===== src/hdl/mn_divider_setting_solver_top_macros.svh =====
// Assertion macros shared by the M/N:D divider setting solver modules.
// Each macro assumes signals named clock and reset in the including scope.
`ifndef MN_DIVIDER_SETTING_SOLVER_TOP_MACROS_SVH
`define MN_DIVIDER_SETTING_SOLVER_TOP_MACROS_SVH

// A property that must hold at every clock edge outside reset.
`define MNDS_ASSERT(label, prop, msg) \
   label: assert property (@(posedge clock) disable iff (reset) (prop)) \
      else $error(msg);

// When the antecedent holds, the consequent must hold in the next cycle.
`define MNDS_ASSERT_NEXT(label, ante, cons, msg) \
   label: assert property (@(posedge clock) disable iff (reset) (ante) |=> (cons)) \
      else $error(msg);

`endif


===== src/hdl/mnds_pkg.sv =====
// Shared types and constants of the M/N:D divider setting solver.
// Used by the divider, datapath, controller and top level; depends on nothing.
package mnds_pkg;

   localparam int RATE_W    = 32;
   localparam int WORD_W    = 32;
   localparam int CNT_W     = 16;
   localparam int PROD_W    = RATE_W + CNT_W;
   localparam int CSR_IDX_W = 1;
   localparam int CODE_W    = 2;

   typedef logic [CODE_W-1:0] status_code_type;
   localparam status_code_type ST_OK         = 2'd0;
   localparam status_code_type ST_NO_COUNTER = 2'd1;
   localparam status_code_type ST_BAD_RATIO  = 2'd2;

   typedef logic [CSR_IDX_W-1:0] csr_index_type;
   localparam csr_index_type CSR_COUNTER_MASK   = 1'b0;
   localparam csr_index_type CSR_HAS_MN_COUNTER = 1'b1;

   localparam logic [CNT_W-1:0] MASK_RESET = 16'd255;

   // Fixed bit fields of the NS word.
   localparam logic [WORD_W-1:0] PREDIV_FIELD   = 32'h0000_0018;
   localparam logic [WORD_W-1:0] MODE_FIELD     = 32'h0000_0060;
   localparam logic [WORD_W-1:0] MODE_DUAL_EDGE = 32'h0000_0040;
   localparam logic [WORD_W-1:0] MN_COUNTER_EN  = 32'h0000_0100;
   localparam logic [WORD_W-1:0] ROOT_ENABLE    = 32'h0000_0800;

   typedef struct packed {
      logic            load;
      logic            halve;
      logic            mul;
      logic            div_start;
      logic            inc_n;
      logic            publish;
      status_code_type code;
   } dp_cmd_type;

   typedef struct packed {
      logic has_mn;
      logic fout_zero;
      logic both_even;
      logic outside;
      logic m_zero;
      logic mismatch;
      logic div_busy;
      logic div_done;
      logic out_free;
   } dp_sts_type;

endpackage


===== src/hdl/mnds_div.sv =====
// Serial restoring divider, one quotient bit per clock.
// Depends on mnds_pkg for the operand widths.
module mnds_div (
   input  logic                          clock,
   input  logic                          reset,
   input  logic                          start,
   input  logic [mnds_pkg::PROD_W-1:0]   dividend,
   input  logic [mnds_pkg::CNT_W-1:0]    divisor,
   output logic                          busy,
   output logic                          done,
   output logic [mnds_pkg::RATE_W-1:0]   quotient
);
   import mnds_pkg::*;

   localparam int STEP_W = $clog2(RATE_W);

   logic              busy_ff, busy_in;
   logic              done_ff, done_in;
   logic [STEP_W-1:0] step_ff, step_in;
   logic [CNT_W-1:0]  rem_ff, rem_in;
   logic [RATE_W-1:0] quo_ff, quo_in;
   logic [CNT_W-1:0]  div_ff, div_in;
   logic [CNT_W:0]    trial;
   logic              ge;

   // The quotient is known to fit RATE_W bits, so the upper dividend bits are
   // already a valid partial remainder below the divisor.
   assign trial = {rem_ff, quo_ff[RATE_W-1]};
   assign ge    = trial >= {1'b0, div_ff};

   always_comb begin
      busy_in = busy_ff;
      done_in = 1'b0;
      step_in = step_ff;
      rem_in  = rem_ff;
      quo_in  = quo_ff;
      div_in  = div_ff;
      if (start) begin
         busy_in = 1'b1;
         step_in = STEP_W'(RATE_W - 1);
         rem_in  = dividend[PROD_W-1:RATE_W];
         quo_in  = dividend[RATE_W-1:0];
         div_in  = divisor;
      end else if (busy_ff) begin
         rem_in  = ge ? CNT_W'(trial - {1'b0, div_ff}) : trial[CNT_W-1:0];
         quo_in  = {quo_ff[RATE_W-2:0], ge};
         step_in = step_ff - 1'b1;
         if (step_ff == '0) begin
            busy_in = 1'b0;
            done_in = 1'b1;
         end
      end
   end

   always_ff @(posedge clock) begin
      if (reset) begin
         busy_ff <= 1'b0;
         done_ff <= 1'b0;
         step_ff <= '0;
      end else begin
         busy_ff <= busy_in;
         done_ff <= done_in;
         step_ff <= step_in;
      end
      rem_ff <= rem_in;
      quo_ff <= quo_in;
      div_ff <= div_in;
   end

   assign busy     = busy_ff;
   assign done     = done_ff;
   assign quotient = quo_ff;

endmodule


===== src/hdl/mnds_dp.sv =====
// Datapath of the divider setting solver: configuration, M/N registers,
// multiplier, serial divider and the result register. Depends on mnds_pkg and mnds_div.
`include "mn_divider_setting_solver_top_macros.svh"

module mnds_dp #(
   parameter int unsigned FIELD_SHIFT = 16
) (
   input  logic                            clock,
   input  logic                            reset,
   input  logic                            csr_write_en,
   input  mnds_pkg::csr_index_type         csr_index,
   input  logic [mnds_pkg::CNT_W-1:0]      csr_wdata,
   input  logic [mnds_pkg::RATE_W-1:0]     req_input_rate,
   input  logic [mnds_pkg::RATE_W-1:0]     req_requested_rate,
   input  logic [mnds_pkg::WORD_W-1:0]     req_current_ns_word,
   input  logic [mnds_pkg::WORD_W-1:0]     req_current_md_word,
   input  logic                            rsp_stall,
   output logic                            rsp_valid,
   output logic [mnds_pkg::WORD_W-1:0]     rsp_new_ns_word,
   output logic [mnds_pkg::WORD_W-1:0]     rsp_new_md_word,
   output logic [mnds_pkg::RATE_W-1:0]     rsp_achieved_rate,
   output logic [mnds_pkg::CNT_W-1:0]      rsp_m_value,
   output logic [mnds_pkg::CNT_W-1:0]      rsp_n_value,
   output mnds_pkg::status_code_type       rsp_status,
   input  mnds_pkg::dp_cmd_type            cmd,
   output mnds_pkg::dp_sts_type            sts
);
   import mnds_pkg::*;

   logic [CNT_W-1:0]  mask_ff;
   logic              has_mn_ff;
   logic [RATE_W-1:0] fin_ff, fout_ff;
   logic [WORD_W-1:0] ns_ff, md_ff;
   logic [RATE_W-1:0] m_ff, m_in;
   logic [RATE_W-1:0] n_ff, n_in;
   logic [PROD_W-1:0] prod_ff;
   logic [PROD_W-1:0] prod_in;
   logic [RATE_W-1:0] fout_clip;
   logic              div_busy, div_done;
   logic [RATE_W-1:0] div_quo;

   logic              rsp_valid_ff, rsp_valid_in;
   logic [WORD_W-1:0] ns_out_ff, md_out_ff;
   logic [RATE_W-1:0] rate_out_ff;
   logic [CNT_W-1:0]  m_out_ff, n_out_ff;
   status_code_type   code_out_ff;

   logic [WORD_W-1:0] mask_word, field_hi, rn, ns_new, md_new;

   assign fout_clip = (req_requested_rate > req_input_rate) ? req_input_rate
                                                            : req_requested_rate;
   assign prod_in   = fin_ff * m_ff[CNT_W-1:0];

   always_comb begin
      m_in = m_ff;
      n_in = n_ff;
      if (cmd.load) begin
         m_in = fout_clip;
         n_in = req_input_rate;
      end else if (cmd.halve) begin
         m_in = m_ff >> 1;
         n_in = n_ff >> 1;
      end else if (cmd.inc_n) begin
         n_in = n_ff + 1'b1;
      end
   end

   always_ff @(posedge clock) begin
      if (reset) begin
         mask_ff   <= MASK_RESET;
         has_mn_ff <= 1'b1;
         m_ff      <= '0;
         n_ff      <= '0;
      end else begin
         if (csr_write_en) begin
            unique case (csr_index)
               CSR_COUNTER_MASK:   mask_ff   <= csr_wdata;
               CSR_HAS_MN_COUNTER: has_mn_ff <= csr_wdata[0];
            endcase
         end
         m_ff <= m_in;
         n_ff <= n_in;
      end
      if (cmd.load) begin
         fin_ff  <= req_input_rate;
         fout_ff <= fout_clip;
         ns_ff   <= req_current_ns_word;
         md_ff   <= req_current_md_word;
      end
      if (cmd.mul) begin
         prod_ff <= prod_in;
      end
   end

   mnds_div u_div (
      .clock    (clock),
      .reset    (reset),
      .start    (cmd.div_start),
      .dividend (prod_ff),
      .divisor  (n_ff[CNT_W-1:0]),
      .busy     (div_busy),
      .done     (div_done),
      .quotient (div_quo)
   );

   // Field packing of the new control words.
   assign mask_word = {{(WORD_W-CNT_W){1'b0}}, mask_ff};
   assign field_hi  = mask_word << FIELD_SHIFT;
   assign rn        = ~(n_ff - m_ff);
   assign ns_new    = (ns_ff & ~PREDIV_FIELD & ~field_hi & ~MODE_FIELD)
                    | ((rn & mask_word) << FIELD_SHIFT)
                    | MODE_DUAL_EDGE | MN_COUNTER_EN | ROOT_ENABLE;
   assign md_new    = (md_ff & ~field_hi & ~mask_word)
                    | ((m_ff & mask_word) << FIELD_SHIFT)
                    | (~n_ff & mask_word);

   assign rsp_valid_in = cmd.publish | (rsp_valid_ff & rsp_stall);

   always_ff @(posedge clock) begin
      if (reset) begin
         rsp_valid_ff <= 1'b0;
      end else begin
         rsp_valid_ff <= rsp_valid_in;
      end
      if (cmd.publish) begin
         code_out_ff <= cmd.code;
         if (cmd.code == ST_OK) begin
            ns_out_ff   <= ns_new;
            md_out_ff   <= md_new;
            rate_out_ff <= div_quo;
            m_out_ff    <= m_ff[CNT_W-1:0];
            n_out_ff    <= n_ff[CNT_W-1:0];
         end else begin
            ns_out_ff   <= ns_ff;
            md_out_ff   <= md_ff;
            rate_out_ff <= '0;
            m_out_ff    <= '0;
            n_out_ff    <= '0;
         end
      end
   end

   assign rsp_valid         = rsp_valid_ff;
   assign rsp_new_ns_word   = ns_out_ff;
   assign rsp_new_md_word   = md_out_ff;
   assign rsp_achieved_rate = rate_out_ff;
   assign rsp_m_value       = m_out_ff;
   assign rsp_n_value       = n_out_ff;
   assign rsp_status        = code_out_ff;

   assign sts.has_mn    = has_mn_ff;
   assign sts.fout_zero = (fout_ff == '0);
   assign sts.both_even = ~m_ff[0] & ~n_ff[0];
   assign sts.outside   = (((m_ff | n_ff) & ~mask_word) != '0);
   assign sts.m_zero    = (m_ff == '0);
   assign sts.mismatch  = (div_quo != fout_ff);
   assign sts.div_busy  = div_busy;
   assign sts.div_done  = div_done;
   assign sts.out_free  = ~rsp_valid_ff | ~rsp_stall;

   `MNDS_ASSERT(a_m_not_above_n, m_ff <= n_ff, "M exceeds N")
   `MNDS_ASSERT_NEXT(a_publish_shows, cmd.publish, rsp_valid_ff, "published result not valid")
   `MNDS_ASSERT(a_div_operands, !cmd.div_start || ((n_ff[RATE_W-1:CNT_W] == '0) && (m_ff != '0)), "divider started with bad operands")

endmodule


===== src/hdl/mnds_ctrl.sv =====
// Controller state machine of the divider setting solver.
// Sequences the datapath by command and status structs from mnds_pkg.
`include "mn_divider_setting_solver_top_macros.svh"

module mnds_ctrl (
   input  logic                  clock,
   input  logic                  reset,
   input  logic                  req_valid,
   output logic                  req_stall,
   output mnds_pkg::dp_cmd_type  cmd,
   input  mnds_pkg::dp_sts_type  sts
);
   import mnds_pkg::*;

   localparam logic [2:0] S_IDLE    = 3'd0;
   localparam logic [2:0] S_CHECK   = 3'd1;
   localparam logic [2:0] S_EVEN    = 3'd2;
   localparam logic [2:0] S_FIT     = 3'd3;
   localparam logic [2:0] S_MUL     = 3'd4;
   localparam logic [2:0] S_DSTART  = 3'd5;
   localparam logic [2:0] S_DWAIT   = 3'd6;
   localparam logic [2:0] S_PUBLISH = 3'd7;

   logic [2:0]      state_ff, state_in;
   logic            pass_ff, pass_in;
   status_code_type code_ff, code_in;

   always_comb begin
      state_in = state_ff;
      pass_in  = pass_ff;
      code_in  = code_ff;
      cmd      = '0;
      cmd.code = code_ff;
      unique case (state_ff)
         S_IDLE: begin
            if (req_valid) begin
               cmd.load = 1'b1;
               state_in = S_CHECK;
            end
         end
         S_CHECK: begin
            pass_in = 1'b0;
            if (!sts.has_mn) begin
               code_in  = ST_NO_COUNTER;
               state_in = S_PUBLISH;
            end else if (sts.fout_zero) begin
               code_in  = ST_BAD_RATIO;
               state_in = S_PUBLISH;
            end else begin
               state_in = S_EVEN;
            end
         end
         S_EVEN: begin
            if (sts.both_even) begin
               cmd.halve = 1'b1;
            end else begin
               state_in = S_FIT;
            end
         end
         S_FIT: begin
            priority if (sts.outside) begin
               cmd.halve = 1'b1;
            end else if (sts.m_zero) begin
               code_in  = ST_BAD_RATIO;
               state_in = S_PUBLISH;
            end else begin
               state_in = S_MUL;
            end
         end
         S_MUL: begin
            cmd.mul  = 1'b1;
            state_in = S_DSTART;
         end
         S_DSTART: begin
            cmd.div_start = 1'b1;
            state_in      = S_DWAIT;
         end
         S_DWAIT: begin
            if (sts.div_done) begin
               if (!pass_ff) begin
                  cmd.inc_n = sts.mismatch;
                  pass_in   = 1'b1;
                  state_in  = S_FIT;
               end else begin
                  code_in  = ST_OK;
                  state_in = S_PUBLISH;
               end
            end
         end
         S_PUBLISH: begin
            if (sts.out_free) begin
               cmd.publish = 1'b1;
               state_in    = S_IDLE;
            end
         end
      endcase
   end

   always_ff @(posedge clock) begin
      if (reset) begin
         state_ff <= S_IDLE;
         pass_ff  <= 1'b0;
         code_ff  <= ST_OK;
      end else begin
         state_ff <= state_in;
         pass_ff  <= pass_in;
         code_ff  <= code_in;
      end
   end

   assign req_stall = (state_ff != S_IDLE);

   `MNDS_ASSERT(a_publish_free, !cmd.publish || sts.out_free, "result register overwritten")
   `MNDS_ASSERT_NEXT(a_start_busy, cmd.div_start, sts.div_busy, "divider did not start")
   `MNDS_ASSERT(a_wait_div, (state_ff != S_DWAIT) || sts.div_busy || sts.div_done, "waiting on an idle divider")

endmodule


===== src/hdl/mn_divider_setting_solver_top.sv =====
// Top level of the M/N:D root clock divider setting solver.
// Depends on mnds_pkg, mnds_ctrl, mnds_dp and mnds_div.

// The block takes one transaction at a time: an input rate, a requested rate
// and the current NS and MD words, and returns one transaction with the new
// words, the chosen M and N, the achieved rate and a status code. The time a
// request takes from acceptance to a ready result grows with E + F1 + F2,
// where E is the number of common factors of two removed from M and N and F1
// and F2 are the right shifts of the two fit passes. Each halving takes one
// bit off N and the increment between the passes adds at most one, so
// E + F1 + F2 never exceeds 33. The time is set by the one-bit-per-cycle
// shift loops in the datapath and by the shared serial divider, which runs
// once for each of the two quotients of input rate times M over N. Error
// cases (no M/N counter, zero request or input rate, M shifted to zero)
// finish early. The result sits in an output register, so the block is ready
// for the next transaction as soon as the result is in that register, while
// that result may still wait on rsp_stall. Configuration
// writes (counter_mask at index 0, has_mn_counter at index 1) are taken at
// any edge with csr_write_en high and must only be made while the block is idle.
module mn_divider_setting_solver_top #(
   parameter int unsigned FIELD_SHIFT = 16
) (
   input  logic                            clock,
   input  logic                            reset,
   input  logic                            csr_write_en,
   input  mnds_pkg::csr_index_type         csr_index,
   input  logic [mnds_pkg::CNT_W-1:0]      csr_wdata,
   input  logic                            req_valid,
   output logic                            req_stall,
   input  logic [mnds_pkg::RATE_W-1:0]     req_input_rate,
   input  logic [mnds_pkg::RATE_W-1:0]     req_requested_rate,
   input  logic [mnds_pkg::WORD_W-1:0]     req_current_ns_word,
   input  logic [mnds_pkg::WORD_W-1:0]     req_current_md_word,
   output logic                            rsp_valid,
   input  logic                            rsp_stall,
   output logic [mnds_pkg::WORD_W-1:0]     rsp_new_ns_word,
   output logic [mnds_pkg::WORD_W-1:0]     rsp_new_md_word,
   output logic [mnds_pkg::RATE_W-1:0]     rsp_achieved_rate,
   output logic [mnds_pkg::CNT_W-1:0]      rsp_m_value,
   output logic [mnds_pkg::CNT_W-1:0]      rsp_n_value,
   output mnds_pkg::status_code_type       rsp_status
);
   import mnds_pkg::*;

   // Commands flow from the controller to the datapath; status flows back.
   dp_cmd_type cmd;
   dp_sts_type sts;

   mnds_ctrl u_ctrl (
      .clock     (clock),
      .reset     (reset),
      .req_valid (req_valid),
      .req_stall (req_stall),
      .cmd       (cmd),
      .sts       (sts)
   );

   // The datapath holds the configuration registers, the working M and N,
   // the multiplier and divider, and the result register.
   mnds_dp #(
      .FIELD_SHIFT (FIELD_SHIFT)
   ) u_dp (
      .clock               (clock),
      .reset               (reset),
      .csr_write_en        (csr_write_en),
      .csr_index           (csr_index),
      .csr_wdata           (csr_wdata),
      .req_input_rate      (req_input_rate),
      .req_requested_rate  (req_requested_rate),
      .req_current_ns_word (req_current_ns_word),
      .req_current_md_word (req_current_md_word),
      .rsp_stall           (rsp_stall),
      .rsp_valid           (rsp_valid),
      .rsp_new_ns_word     (rsp_new_ns_word),
      .rsp_new_md_word     (rsp_new_md_word),
      .rsp_achieved_rate   (rsp_achieved_rate),
      .rsp_m_value         (rsp_m_value),
      .rsp_n_value         (rsp_n_value),
      .rsp_status          (rsp_status),
      .cmd                 (cmd),
      .sts                 (sts)
   );

endmodule


===== config.mk =====
export PLATFORM = sky130hd
export DESIGN_NAME = mn_divider_setting_solver_top
export DESIGN_NICKNAME = d
export VERILOG_FILES = /design/src/hdl/mnds_pkg.sv /design/src/hdl/mnds_div.sv /design/src/hdl/mnds_dp.sv /design/src/hdl/mnds_ctrl.sv /design/src/hdl/mn_divider_setting_solver_top.sv
export VERILOG_INCLUDE_DIRS = /design/src /design/src/hdl
export SDC_FILE = /design/constraint.sdc
export NUM_CORES = 2
export LEC_CHECK = 0
export ABC_AREA = 1
export BUFFER_PORTS_ARGS = -buffer_cell sky130_fd_sc_hd__clkbuf_2
export CAP_MARGIN = 20
export CORE_MARGIN = 3
export CORE_UTILIZATION = 45
export CTS_CLUSTER_DIAMETER = 100
export DETAILED_ROUTE_END_ITERATION = 10
export PLACE_DENSITY = 0.71
export SYNTH_ARGS = -nofsm -noshare
export SYNTH_HDL_FRONTEND = slang
export SYNTH_SLANG_ARGS = --single-unit

===== constraint.sdc =====
create_clock -name clock -period 10.3 [get_ports clock]
set_input_delay 2.06 -clock clock [delete_from_list [all_inputs] [get_ports clock]]
set_output_delay 2.06 -clock clock [all_outputs]
set_load 0.02 [all_outputs]

=== Word-level counts from Yosys, hierarchy flattened ===
Index checks and enable logic that the tools add are counted.

* Input port bits: 150
* Register bits: 465
* Word-level logic and storage cells: 142
* Output and inout port bits: 132

* Eq/ne operators: 16
* Bitwise operators: 25
* Reduce and logical (&&, ||, !) cells: 18
* Multipliers: 1
* Magnitude comparators: 2
* Muxes and demuxes: 50
* Add/subtract/negate cells: 4

{| class="wikitable"
|+ Operator list
! kind !! count
|-
| 32-bit 2-to-1 mux || 10
|-
| 32-bit AND || 4
|-
| 32-bit bitwise OR || 4
|-
| 32-bit logical NOT || 2
|-
| 32-bit NOT || 2
|-
| 32-bit by 16-bit multiplier with 48-bit output || 1
|-
| 16-bit 2-to-1 mux || 3
|-
| 32-bit by 1-bit adder with 32-bit output, second input constant || 1
|-
| 16-bit AND || 2
|-
| 32-bit by 16-bit AND with 32-bit output || 1
|-
| 32-bit greater-than comparator || 1
|-
| 32-bit != test || 1
|-
| 16-bit NOT with 32-bit output || 1
|-
| 32-bit nonzero test || 1
|-
| 16-bit subtractor || 2
|-
| 3-bit 2-to-1 mux || 8
|-
| 3-bit one-hot mux with 8 select lines || 1
|-
| 17-bit by 16-bit >= comparator with 1-bit output || 1
|-
| 1-bit 2-to-1 mux || 16
|-
| 16-bit NOT || 1
|-
| 2-bit 2-to-1 mux || 7
|-
| 3-bit equality test, second input constant || 4
|-
| 5-bit 2-to-1 mux || 2
|-
| 2-bit != test, second input constant || 5
|-
| other kinds (19) || 35
|}

=== Logic depth before layout (Yosys ltp) ===
* Depth after elaboration: 7
* Depth in mapped cells: 28

=== By module ===
From an unflattened synthesis, not the netlist that was laid out.

* Cells, all modules: 4,616
* Area, all modules: 39,241.4 um^2

{| class="wikitable"
|+ By module, submodules not included
! module !! cells an instance !! area an instance (um^2) !! seq. area each (um^2) !! instances
|-
| mnds_dp || 4,011 || 34,558.1 || 10,830.4 || 1
|-
| mnds_div || 519 || 4,171.5 || 2,062.0 || 1
|-
| mnds_ctrl || 86 || 511.7 || 120.1 || 1
|}

=== Worst setup path after synthesis ===
OpenSTA, ideal clock, no wires.

* Path type: input-to-reg
* From: input port rsp_stall
* To: register u_dp.rate_out_ff[0], in the netlist u_dp.rsp_achieved_rate[0], enable pin
* Setup time: 0.662 ns
* Stages: 1
* Data arrival time: 8.180 ns
* Setup slack: 1.458 ns
* Buffers on the path: 0
* Cell sequence: a21oi_1

* Word-level cells in the longest chain between the ends: 4

{| class="wikitable"
|+ RTL lines
! element !! RTL line !! source
|-
| from (decl) || mn_divider_setting_solver_top.sv:35 || <nowiki>input logic rsp_stall,</nowiki>
|-
| 1-bit NOT || mnds_dp.sv:159 || <nowiki>assign sts.out_free = ~rsp_valid_ff | ~rsp_stall;</nowiki>
|-
| 1-bit bitwise OR || mnds_dp.sv:159 ||
|-
| 1-bit 2-to-1 mux || mnds_ctrl.sv:91 || <nowiki>if (sts.out_free) begin</nowiki>
|-
| 1-bit 2-to-1 mux || mnds_ctrl.sv:34 || <nowiki>unique case (state_ff)</nowiki>
|-
| to (signal assigned) || mnds_dp.sv:130 || <nowiki>rate_out_ff <= div_quo;</nowiki>
|-
| to (decl) || mnds_dp.sv:44 || <nowiki>logic [RATE_W-1:0] rate_out_ff;</nowiki>
|}

Every way passes these cells.
A chain may end at the register's enable or synchronous reset.

=== Final worst setup path ===
* From: register u_dp.fin_ff[29]
* To: register u_dp.prod_ff[42] (data pin)

* Word-level cells in the longest chain between the ends: 1

{| class="wikitable"
|+ RTL lines
! element !! RTL line !! source
|-
| from (decl) || mnds_dp.sv:32 || <nowiki>logic [RATE_W-1:0] fin_ff, fout_ff;</nowiki>
|-
| from (signal assigned) || mnds_dp.sv:85 || <nowiki>fin_ff <= req_input_rate;</nowiki>
|-
| 32-bit by 16-bit multiplier with 48-bit output || mnds_dp.sv:52 || <nowiki>assign prod_in = fin_ff * m_ff[CNT_W-1:0];</nowiki>
|-
| net u_dp.prod_in[42] || mnds_dp.sv:37 || <nowiki>logic [PROD_W-1:0] prod_in;</nowiki>
|-
| to (signal assigned) || mnds_dp.sv:91 || <nowiki>prod_ff <= prod_in;</nowiki>
|-
| to (decl) || mnds_dp.sv:36 || <nowiki>logic [PROD_W-1:0] prod_ff;</nowiki>
|}

The timed path passes the listed nets, and every way through them passes these cells.

==> results.md <==
* H-tree Lvls at 2
* Synth top cells by count: nand2_1 (1171), inv_1 (1030), fa_1 (420), edfxtp_1 (370), nor2_1 (369)
* Setup Fix Bufs, Post-CTS at 0
* CP arrival at 7.32 ns
* Final hold vios at 0
* DP Area at 42010 um2
* DR vias/cell at 5.267
* Critical Path End Type: register
* Main area contributors after synthesis: edfxtp_1 (28%), fa_1 (21%), nand2_1 (11%), inv_1 (9.8%), ha_1 (6.4%)
* Worst Hold Class: reg -> reg
* Core box area at 87020 um2
* Final Critical Period at 6.913 ns
* Cts hold-fix bufs at 0
* Simple-gate share of the synthesized area at 18.81%
* WL met3 at 11.19 mm
* Met1 WL at 48.68 mm
* Sequential area share after synthesis at 32.82%
* P&R area growth vs syn at 11.00%
* Pin slew with the least headroom to its limit at 1.107 ns
* Final RePlAce weighted congestion at 1.018
* IO Pins at 282
* Outcome: complete, no violations
* DRC viols at 0
* Combinational family with the most area after synthesis: adder cells
* Starting density of the core at 45.56%
* First-pass GRT wire length at 190.4 mm
* Total die area at 91700 um2
* DRT iter0 DRCs at 2965
* CTS tree: yes
* Clock Latency Late Sink at 0.63 ns
* Rel. slew slack at 26.17%
* Chip height at 302.8 um
* RSZ-0062 raised after global routing: false
* TritonCTS Buffers at 54
* Yosys warnings at 0
* HPWL after DPL at 98.29 mm
* Reg-to-reg slack, setup at 3.39 ns
* WL met2 at 58.16 mm
* Drt pass-1 iters at 6
* Design area at 44010 um2
* Post-synth EDFFs at 370
* Clock Skew at 0.02649 ns
* Pin count of the biggest net entering global routing at 86
* Fin Hold WS at 0.4214 ns
* Gr usage total at 27.25%
* Distinct cells, synth at 49
* CP Launch Type: register
* Most used cell, CP: fa_1
* CTS clock-pin slew for the worst setup and hold paths at 0.06 ns
* Vias in the first global route at 32318
* Syn Inst Count at 4762
* Most frequent cell after synthesis: nand2_1
* Slowest stage delay, CP at 0.82 ns
* Clock Path Buffers at 3
* Worst Path Required at 10.71 ns
* Total Neg Setup Slack at 0 ns
* Synth Net Count at 5534
* Final Slew Violations at 0
* Fin nets at 5702
* Crit path max fanout at 16
* CP cell instances: nand2_1, fa_1, inv_1, fa_1, inv_1, fa_1, fa_1, inv_1, fa_1, inv_1, fa_1, inv_1, ha_1, nand2_1, nor2_1, nand2_1, nor3_1, nand3_1, nand3_1, xor2_1
* Compound-Gate Fraction of Synth Area at 6.703%
* Vias at 32350
* Initial antenna violation count at 4
* Fin crit share at 67.12%
* Max layer used: met5
* Avg Cell Area, Syn at 8.325 um2
* Synth Area in XOR/XNOR at 2.099%
* Endpoints failing setup at 0
* Post-synth top area cell: edfxtp_1
* Port Buffers at 281
* Post-route ant nets at 0
* Ys flop type: edfxtp_1
* Post-CTS Resized at 0
* Post-synthesis mux area share at 0.08206%
* Layout cells sized above 1 at 8.983%
* Area share of the largest cell type after synthesis at 28.02%
* CP Class: reg -> reg
* Post-synthesis adder-cell area fraction at 27.58%
* Synth Register Bits at 465
* Routed wire per std cell at 20.38 um
* FP Rows at 108
* Clk sinks at 465
* Grt ovf at 0
* Post-synth ARST share at 0%
* Routed wire length at 125.2 mm
* CTS Root Cell: clkbuf_16
* Post-synthesis cell area at 39650 um2
* Slowest cell on the critical path: edfxtp_1
* Width of the die at 302.8 um
* FMAX at 0.1446 GHz
* Max Cap Viol at 0
==> worst max-delay path: cells and delay by family (launching register included) <==
kind	cells	cell delay [ns]
fa+ha+maj	7	3.68
simple gates	7	1.59
flops	1	0.82
xor+xnor	1	0.31
buf+inv	5	0.30
==> layout make-up <==
cell class | instances | area [um2]
fill | 8164 | 43020
multi-input combinational | 3056 | 21950
sequential | 465 | 13020
inverter | 1037 | 3900
timing repair buffer | 316 | 1702
tap | 1155 | 1445
clock buffer | 59 | 1391
clock inverter | 43 | 579.3
antenna | 11 | 27.53
==> cells in the final DEF (no fill, tap or decap), drive strengths merged, types with 2 or more instances in the layout <==
| cell | count |
|---|---|
| nand2 | 1176 |
| inv | 1042 |
| fa | 420 |
| nor2 | 374 |
| edfxtp | 370 |
| clkbuf | 340 |
| o21ai | 218 |
| a21oi | 205 |
| ha | 202 |
| nand3 | 189 |
| dfxtp | 95 |
| xor2 | 59 |
| xnor2 | 36 |
| buf | 35 |
| and2 | 31 |
| clkinv | 24 |
| nand4 | 23 |
| o211ai | 18 |
| a31oi | 17 |
| nand3b | 17 |
| nor3 | 12 |
| diode | 11 |
| o21bai | 11 |
| bufinv | 11 |
| or2 | 9 |
| a21o | 7 |
| o21a | 6 |
| nor4 | 6 |
| a21boi | 5 |
| o31ai | 4 |
| clkinvlp | 3 |
| mux2 | 2 |
| o22ai | 2 |
| o2111ai | 2 |
==> final timing paths <==
path	startpoint	end	depth (start not counted)
worst max register to register	u_dp.fin_ff[29]	u_dp.prod_ff[42]	20
worst min register to register	u_dp.ns_ff[14]	u_dp.rsp_new_ns_word[14]	0
worst max-delay path	u_dp.fin_ff[29]	u_dp.prod_ff[42]	20
worst min-delay path	u_dp.ns_ff[14]	u_dp.rsp_new_ns_word[14]	0
==> registers in the layout, summed over array words and instances (netlist names), 3 cells and up <==
register / count
u_dp.prod_ff: 48
u_dp.fin_ff: 32
u_dp.fout_ff: 32
u_dp.m_ff: 32
u_dp.md_ff: 32
u_dp.n_ff: 32
u_dp.ns_ff: 32
u_dp.rsp_achieved_rate: 32
u_dp.rsp_new_md_word: 32
u_dp.rsp_new_ns_word: 32
u_dp.u_div.quotient: 32
u_dp.mask_ff: 16
u_dp.rsp_m_value: 16
u_dp.rsp_n_value: 16
u_dp.u_div.div_ff: 16
u_dp.u_div.rem_ff: 16
u_dp.u_div.step_ff: 5
u_ctrl.state_ff: 3
==> kinds of logic (layout without fill, tap and decap cells) <==
family | count (synthesis) | after routing
simple gates | 1839 | 1839
buf+inv | 1241 | 1455
fa+ha+maj | 622 | 622
compound gates | 497 | 497
flops | 465 | 465
xor+xnor | 95 | 95
mux | 3 | 3
other cells | 0 | 11
==> per-stage QoR <==
stage                     cells  setup slack [ns]  utilization, %
after floorplan            4762             1.458               -
after global placement     6027             3.498           48.22
after detailed placement   6029             3.598           48.27
after CTS                  6131             3.552           50.54
after global routing       6131             3.171           50.54
final                      6142             3.387           50.57
==> metal layers <==
metal	up-vias	GRT usage [%]
li1	14922	-
met1	15594	34.90
met2	1541	44.44
met3	289	5.016
met4	4	13.67
met5	-	0
Power is left out: the tool's default activity adds up to more than one toggle a clock period on the data nets, which glitch-free logic cannot reach.
